`config.mk`:
```
export PLATFORM = sky130hd
export DESIGN_NAME = wodsu_result
export DESIGN_NICKNAME = d
export VERILOG_FILES = /design/src/hw/rtl/wodsu_pkg.sv /design/src/hw/rtl/wodsu_result.sv
export VERILOG_INCLUDE_DIRS = /design/src /design/src/hw/rtl
export SDC_FILE = /design/constraint.sdc
export NUM_CORES = 2
export LEC_CHECK = 0
export ABC_AREA = 0
export BUFFER_PORTS_ARGS = -buffer_cell sky130_fd_sc_hd__buf_2
export CORE_ASPECT_RATIO = 1.1
export CORE_UTILIZATION = 60
export CTS_CLUSTER_SIZE = 28
export DETAILED_ROUTE_END_ITERATION = 8
export PLACE_DENSITY_LB_ADDON = 0.12
export SETUP_SLACK_MARGIN = 0.02
export SLEW_MARGIN = 20
export SYNTH_ARGS = -nofsm -noshare
export SYNTH_HDL_FRONTEND = slang
export SYNTH_SLANG_ARGS = --single-unit
```
`constraint.sdc`:
```
create_clock -name clk_i -period 10.2 [get_ports clk_i]
set_clock_uncertainty 0.15 [all_clocks]
set_input_delay 1.02 -clock clk_i [delete_from_list [all_inputs] [get_ports clk_i]]
set_output_delay 1.02 -clock clk_i [all_outputs]
set_load 0.01 [all_outputs]
```
`src/hw/rtl/assert_macros.svh`:
```
// ----------------------------------------------------------------------------
// Assertion macros
// Shared concurrent assertion wrappers, clocked on clk_i with reset rst_ni.
// ----------------------------------------------------------------------------
`ifndef ASSERT_MACROS_SVH
`define ASSERT_MACROS_SVH

// Checks a property at every rising clock edge outside of reset.
`define WODSU_ASSERT(lbl, prop) \
  lbl: assert property (@(posedge clk_i) disable iff (!rst_ni) (prop)) \
    else $error("%m: assertion failed");

// Checks that an expression never holds outside of reset.
`define WODSU_ASSERT_NEVER(lbl, expr) \
  `WODSU_ASSERT(lbl, !(expr))

`endif

```
`src/hw/rtl/wodsu_pkg.sv`:
```
// ----------------------------------------------------------------------------
// Wheel odometry package
// Widths, command and register codes, and divider constants shared by the
// odometry state and result stages.
// ----------------------------------------------------------------------------
package wodsu_pkg;

  // Field and register widths.
  localparam int CmdW    = 3;
  localparam int TimeW   = 32;
  localparam int IncW    = 16;
  localparam int ScaleW  = 10;
  localparam int CfgIdxW = 2;
  localparam int CfgW    = 16;
  localparam int AccW    = 32;
  localparam int DistW   = 26;
  localparam int SpeedW  = 24;

  // Speed history ring; the depth must be a power of two.
  localparam int AvgDepth = 4;
  localparam int SlotW    = $clog2(AvgDepth);
  localparam int SumW     = AccW + SlotW;

  // Product of a distance delta and the speed scale.
  localparam int TickW = AccW + 1 + ScaleW + 1;

  // Division by 25 as a reciprocal multiply, exact for 30-bit dividends.
  localparam int                    QuoInW      = AccW - 2;
  localparam int                    Div25MulW   = 31;
  localparam logic [Div25MulW-1:0]  Div25Mul    = 31'd1374389535;
  localparam int                    Div25Shift  = 35;
  localparam int                    ProdW       = QuoInW + Div25MulW;
  localparam int                    QW          = ProdW - Div25Shift;

  // Shift that takes the ring sum down to sum / (4 * AvgDepth).
  localparam int SpeedShift = SlotW + 2;

  // Saturation limits of the speed outputs, as magnitudes.
  localparam int SpeedPosLim = (1 << (SpeedW - 1)) - 1;
  localparam int SpeedNegLim = 1 << (SpeedW - 1);

  // Increment reset value and speed scale reset value.
  localparam logic [IncW-1:0]   IncReset   = 16'd212;
  localparam logic [ScaleW-1:0] ScaleReset = 10'd20;

  typedef enum logic [CmdW-1:0] {
    CmdLeftFirst   = 3'd0,
    CmdLeftSecond  = 3'd1,
    CmdRightFirst  = 3'd2,
    CmdRightSecond = 3'd3,
    CmdLeftCount   = 3'd4,
    CmdRightCount  = 3'd5,
    CmdTick        = 3'd6,
    CmdClear       = 3'd7
  } cmd_e;

  typedef enum logic [CfgIdxW-1:0] {
    CfgLeftInc  = 2'd0,
    CfgRightInc = 2'd1,
    CfgScale    = 2'd2
  } cfg_idx_e;

  typedef logic [AccW-1:0] acc_t;

  // State as seen right after one item: both distances and both rings.
  typedef struct packed {
    acc_t [1:0]            acc;
    acc_t [2*AvgDepth-1:0] hist;
  } snap_t;

endpackage

```
`src/hw/rtl/wodsu_result.sv`:
```
// ----------------------------------------------------------------------------
// Wheel odometry result stages
// Converts a state snapshot into distances in cm and average speeds in cm/s
// through a four-stage pipeline ending in the output register.
// ----------------------------------------------------------------------------
`include "assert_macros.svh"

module wodsu_result (
  input  logic                              clk_i,
  input  logic                              rst_ni,
  input  logic                              snap_valid_i,
  output logic                              snap_ready_o,
  input  wodsu_pkg::snap_t                  snap_i,
  output logic                              out_valid_o,
  input  logic                              out_stall_i,
  output logic [wodsu_pkg::DistW-1:0]       left_distance_cm_o,
  output logic [wodsu_pkg::DistW-1:0]       right_distance_cm_o,
  output logic [wodsu_pkg::SpeedW-1:0]      left_speed_cms_o,
  output logic [wodsu_pkg::SpeedW-1:0]      right_speed_cms_o
);
  import wodsu_pkg::*;

  logic v3_q, v4_q, v5_q, v6_q;
  logic rdy3, rdy4, rdy5, rdy6;
  logic load3, load4, load5, load6;

  // Stage 3: distance magnitudes and ring sums.
  logic [AccW-1:0] dmag3_q [2];
  logic            dneg3_q [2];
  logic [SumW-1:0] ssum3_q [2];
  logic [AccW-1:0] dmag3_d [2];
  logic [SumW-1:0] ssum3_d [2];

  // Stage 4: distance quotients and speed magnitudes.
  logic [QW-1:0]   dq4_q [2];
  logic            dneg4_q [2];
  logic [SumW-1:0] smag4_q [2];
  logic            sneg4_q [2];
  logic [ProdW-1:0] dprod [2];

  // Stage 5: signed distances and speed quotients.
  logic [DistW-1:0] dist5_q [2];
  logic [QW-1:0]    sq5_q [2];
  logic             sneg5_q [2];
  logic [ProdW-1:0] sprod [2];

  // Stage 6: output register.
  logic [DistW-1:0]  dist6_q [2];
  logic [SpeedW-1:0] spd6_q [2];
  logic [SpeedW-1:0] spd6_d [2];
  logic [QW-1:0]     sneg_val [2];

  // Pipeline handshake: a stage loads when it is empty or drains.
  assign rdy6  = !v6_q || !out_stall_i;
  assign rdy5  = !v5_q || rdy6;
  assign rdy4  = !v4_q || rdy5;
  assign rdy3  = !v3_q || rdy4;
  assign load3 = snap_valid_i && rdy3;
  assign load4 = v3_q && rdy4;
  assign load5 = v4_q && rdy5;
  assign load6 = v5_q && rdy6;
  assign snap_ready_o = rdy3;

  always_ff @(posedge clk_i or negedge rst_ni) begin
    if (!rst_ni) begin
      v3_q <= 1'b0;
      v4_q <= 1'b0;
      v5_q <= 1'b0;
      v6_q <= 1'b0;
    end else begin
      v3_q <= load3 || (v3_q && !rdy4);
      v4_q <= load4 || (v4_q && !rdy5);
      v5_q <= load5 || (v5_q && !rdy6);
      v6_q <= load6 || (v6_q && out_stall_i);
    end
  end

  // Absolute distances and the sum of each wheel's ring.
  always_comb begin
    for (int w = 0; w < 2; w++) begin
      dmag3_d[w] = snap_i.acc[w][AccW-1] ? (AccW'(0) - snap_i.acc[w]) : snap_i.acc[w];
      ssum3_d[w] = '0;
      for (int i = 0; i < AvgDepth; i++) begin
        ssum3_d[w] = ssum3_d[w] + SumW'($signed(snap_i.hist[w*AvgDepth + i]));
      end
    end
  end

  always_ff @(posedge clk_i) begin
    if (load3) begin
      for (int w = 0; w < 2; w++) begin
        dmag3_q[w] <= dmag3_d[w];
        dneg3_q[w] <= snap_i.acc[w][AccW-1];
        ssum3_q[w] <= ssum3_d[w];
      end
    end
  end

  // Distance / 100 as (magnitude / 4) / 25; speed sum magnitude.
  always_comb begin
    for (int w = 0; w < 2; w++) begin
      dprod[w] = ProdW'(dmag3_q[w][AccW-1:2]) * ProdW'(Div25Mul);
    end
  end

  always_ff @(posedge clk_i) begin
    if (load4) begin
      for (int w = 0; w < 2; w++) begin
        dq4_q[w]   <= dprod[w][ProdW-1:Div25Shift];
        dneg4_q[w] <= dneg3_q[w];
        smag4_q[w] <= ssum3_q[w][SumW-1] ? (SumW'(0) - ssum3_q[w]) : ssum3_q[w];
        sneg4_q[w] <= ssum3_q[w][SumW-1];
      end
    end
  end

  // Signed distances; speed magnitude / (4 * AvgDepth) then / 25.
  always_comb begin
    for (int w = 0; w < 2; w++) begin
      sprod[w] = ProdW'(smag4_q[w][SumW-1:SpeedShift]) * ProdW'(Div25Mul);
    end
  end

  always_ff @(posedge clk_i) begin
    if (load5) begin
      for (int w = 0; w < 2; w++) begin
        dist5_q[w] <= dneg4_q[w] ? DistW'(QW'(0) - dq4_q[w]) : DistW'(dq4_q[w]);
        sq5_q[w]   <= sprod[w][ProdW-1:Div25Shift];
        sneg5_q[w] <= sneg4_q[w];
      end
    end
  end

  // Speed sign and saturation to the output range.
  always_comb begin
    for (int w = 0; w < 2; w++) begin
      sneg_val[w] = QW'(0) - sq5_q[w];
      if (!sneg5_q[w]) begin
        spd6_d[w] = (sq5_q[w] > QW'(SpeedPosLim)) ? {1'b0, {(SpeedW-1){1'b1}}}
                                                  : SpeedW'(sq5_q[w]);
      end else begin
        spd6_d[w] = (sq5_q[w] > QW'(SpeedNegLim)) ? {1'b1, {(SpeedW-1){1'b0}}}
                                                  : SpeedW'(sneg_val[w]);
      end
    end
  end

  always_ff @(posedge clk_i) begin
    if (load6) begin
      dist6_q <= dist5_q;
      spd6_q  <= spd6_d;
    end
  end

  assign out_valid_o         = v6_q;
  assign left_distance_cm_o  = dist6_q[0];
  assign right_distance_cm_o = dist6_q[1];
  assign left_speed_cms_o    = spd6_q[0];
  assign right_speed_cms_o   = spd6_q[1];

  `WODSU_ASSERT(a_stage3_holds,
    (v3_q && !rdy4) |=> (v3_q && $stable(dmag3_q[0]) && $stable(ssum3_q[1])))

endmodule

```
==> run_results.csv <==
group,metric,value,unit
worst_setup_path,regToRegEndpoint,"dq4_q[0][50]$_DFFE_PP_",
place,gp_congestion,1.04,
cells_and_area,seq_area,0.0137,sq mm
routing,post_drt_wl_per_cell,22.4,um
floorplanning,core_area,0.135,sq mm
place,dp_hpwl,199,mm
timing,relSlewSlack,24.5,%
hold_path,min_path_type,"reg2reg",
status,status,"complete, no violations",
timing,setup-tns-final,0,ns
routing,ant_nets,0,
global_route,grt-ovfl-total,0,
floorplanning,initial_core_util,60.7,%
cells_and_area,multi_input_area,0.0593,sq mm
synth,synth-seq-cells,456,
cells_and_area,drive_above_1_share,6.92,%
clocking,post_cts_buffers,0,
clocking,cts_resized,0,
worst_setup_path,r2r_slack,1.61,ns
global_route,grt_pass1_wl,341,mm
routing,routed_via_density,5.47,
timing,setup_viol,0,
global_route,grt_max_degree,70,
timing,fmax,116,MHz
synth,netlist_area,0.0818,sq mm
global_route,antenna_found_initial,12,
synth,ys.flop_type,"edfxtp_1",
timing,finalHoldViolCount,0,
global_route,grt_pass1_vias,58718,
floorplanning,die-width,354,um
floorplanning,row_count,141,
cells_and_area,n_fill_cell,10948,
timing,rsz0062_at_grt,"false",
timing,period_minus_slack,8.59,ns
clocking,htree_num_levels,2,
cells_and_area,mostFrequentLayoutCells,"2320 x inv_1, 1462 x ha_1, 1454 x fa_1, 452 x edfxtp_1, 425 x buf_2",
worst_setup_path,worstSetupPathType,"reg2reg",
clocking,clock_path_buffers,3,
floorplanning,die_h,389,um
hold_path,min_from,"dist5_q[51]$_DFFE_PP_",
clocking,cts_buffers,55,
cells_and_area,flow.area_growth_from_synthesis,7.59,%
worst_setup_path,reg2reg_depth,22,
routing,drt_iter0_markers,3793,
synth,yosys_warnings,0,
clocking,cts_tree,"built",
job,drv_cap,0,
floorplanning,ios,426,
hold_path,min_path_cells,0,
clocking,insertion_delay,0.69,ns
clocking,clkSlewWorstSetupHoldPaths,0.06,ns
worst_setup_path,worstPathRequired,10.46,ns
routing,route.detailed.drc,0,
worst_setup_path,critPathArrivalTime,8.85,ns
worst_setup_path,timing.rr.start,"dmag3_q[0][44]$_DFFE_PP_",
clocking,cts_hold_buf,1,
synth,syn_inst,7619,
clocking,root_buffer,"clkbuf_16",
timing,drv_slew,0,
floorplanning,die_area,0.138,sq mm
synth,yosysSeqAreaShare,16.7,%
synth,synth_nets,10859,
timing,worst_pin_slew,1.12,ns
timing,finalCritPeriodShare,84.2,%
worst_setup_path,endpoint_kind,"flop",
routing,drt-pass1-iter-count,7,
synth,ys_types,73,
synth,synthArstFlopShare,0.877,%
cells_and_area,final_common_cell,"inv_1",
routing,num_vias,54251,
global_route,grt_use_total,33.1,%
routing,drt_wl_total,222,mm
hold_path,whs_endpoint,"left_distance_cm_o[25]$_DFFE_PP_",
cells_and_area,fin_nets,11317,
worst_setup_path,path_max_fanout,8,
clocking,numClockSinks,456,
synth,synth_edf_count,452,
worst_setup_path,start_kind,"flop",
synth,syn_avg_cell_area,10.7,sq um
place,port_buffers,425,
-- cell type report --
class,instances,share of cell area [%]
clock buffers,66,1.61
well taps,1787,2.54
inverters,2320,9.90
clock inverters,34,0.474
flip-flops and latches,456,15.5
diodes,2,0.00569
multi-input cells,4807,67.4
repair buffers,437,2.55
-- layer usage --
metal / vias up / track usage, % / routed length, um
met1: 27348 / 45.7 / 96400
met4: 2 / 7.92 / 5920
met5: - / 0 / 20
met3: 272 / 5.46 / 15300
met2: 1634 / 54.9 / 104000
li1: 24995 / - / -
-- critical path: stages (launching register included) --
cell      delay [ns]
edfxtp_1        0.57
fa_1            0.53
inv_1           0.15
fa_1            0.52
fa_1            0.59
inv_1           0.06
fa_1            0.51
inv_1           0.06
fa_1            0.54
fa_1            0.50
inv_1           0.05
fa_1            0.61
ha_1            0.28
ha_1            0.38
and2_1          0.21
and3_1          0.18
a41oi_1         0.34
a31oi_1         0.27
a41o_1          0.35
a41o_1          0.30
a221oi_1        0.77
o21ai_0         0.23
xor2_1          0.20
-- cell usage after synthesis (all sizes together) (6+ instances only) --
master / n / area share, %
a31oi: 14 / 0.11
or3: 43 / 0.35
xor2: 67 / 0.72
o41ai: 12 / 0.13
a211oi: 20 / 0.18
a21boi: 9 / 0.083
ha: 1462 / 22
a211o: 8 / 0.086
and4: 6 / 0.064
nand2: 242 / 1.1
clkbuf: 35 / 0.16
o21ai: 202 / 1.2
a41oi: 7 / 0.075
a311oi: 6 / 0.064
xnor2: 257 / 2.8
nand4: 38 / 0.29
edfxtp: 452 / 17
o311ai: 40 / 0.43
nor4: 14 / 0.11
nand2b: 39 / 0.30
a41o: 8 / 0.098
fa: 1454 / 36
o21a: 20 / 0.18
or2: 20 / 0.15
nor3b: 8 / 0.073
nor2b: 32 / 0.24
o31ai: 44 / 0.42
inv: 2320 / 11
nor3: 63 / 0.39
and2: 18 / 0.14
a31o: 6 / 0.064
nor2: 132 / 0.61
o211ai: 9 / 0.083
a21oi: 206 / 1.3
or4: 27 / 0.27
a221oi: 7 / 0.075
a21o: 97 / 0.89
and3: 21 / 0.16
a2111oi: 9 / 0.096
o21bai: 16 / 0.15
nand3: 65 / 0.40
-- stage by stage --
step           instances  utilization (%)  hold WS (ns)  area [sq um]  setup WS (ns)
3_5_place_dp        9804             63.9         0.255         86100           1.66
2_1_floorplan       7619                -         0.250         81800           1.11
6_report            9909             65.3         0.253         88000           1.61
5_1_grt             9908             65.3         0.273         88000           1.17
3_3_place_gp        9804             63.9         0.251         86100           1.80
4_1_cts             9905             65.2         0.246         87900           1.65
-- cell families after synthesis --
logic type	Yosys count	synth area share, %
AO/OA/AOI/OAI	779	6.15
XOR/XNOR	324	3.47
adder cells (fa/ha/maj)	2916	58.0
buffers and inverters	2356	10.8
flip-flops	456	16.7
AND/OR/NAND/NOR	788	4.88
-- flip-flops by register name, indices dropped and copies added, names as in the netlist, 2 cells and up --
name                 cells
smag4_q                 60
sneg4_q                  2
ssum3_q                 68
dneg3_q                  2
sneg5_q                  2
left_speed_cms_o        24
dist5_q                 52
left_distance_cm_o      26
right_distance_cm_o     26
dq4_q                   52
sq5_q                   52
dneg4_q                  2
dmag3_q                 60
right_speed_cms_o       24
-- worst max-delay path by stage --
stage	from	to	slack, ns	cells after the start
after floorplan	out_stall_i	left_distance_cm_o[0]$_DFFE_PP_	1.11	1
after global placement	dmag3_q[0][44]$_DFFE_PP_	dq4_q[0][50]$_DFFE_PP_	1.80	22
after detailed placement	dmag3_q[0][44]$_DFFE_PP_	dq4_q[0][50]$_DFFE_PP_	1.66	22
after CTS	dmag3_q[0][44]$_DFFE_PP_	dq4_q[0][50]$_DFFE_PP_	1.65	22
after global routing	dmag3_q[0][44]$_DFFE_PP_	dq4_q[0][50]$_DFFE_PP_	1.17	22
final	dmag3_q[0][44]$_DFFE_PP_	dq4_q[0][50]$_DFFE_PP_	1.61	22
Power is left out: the tool's default activity adds up to more than one toggle a clock period on the data nets, which glitch-free logic cannot reach.
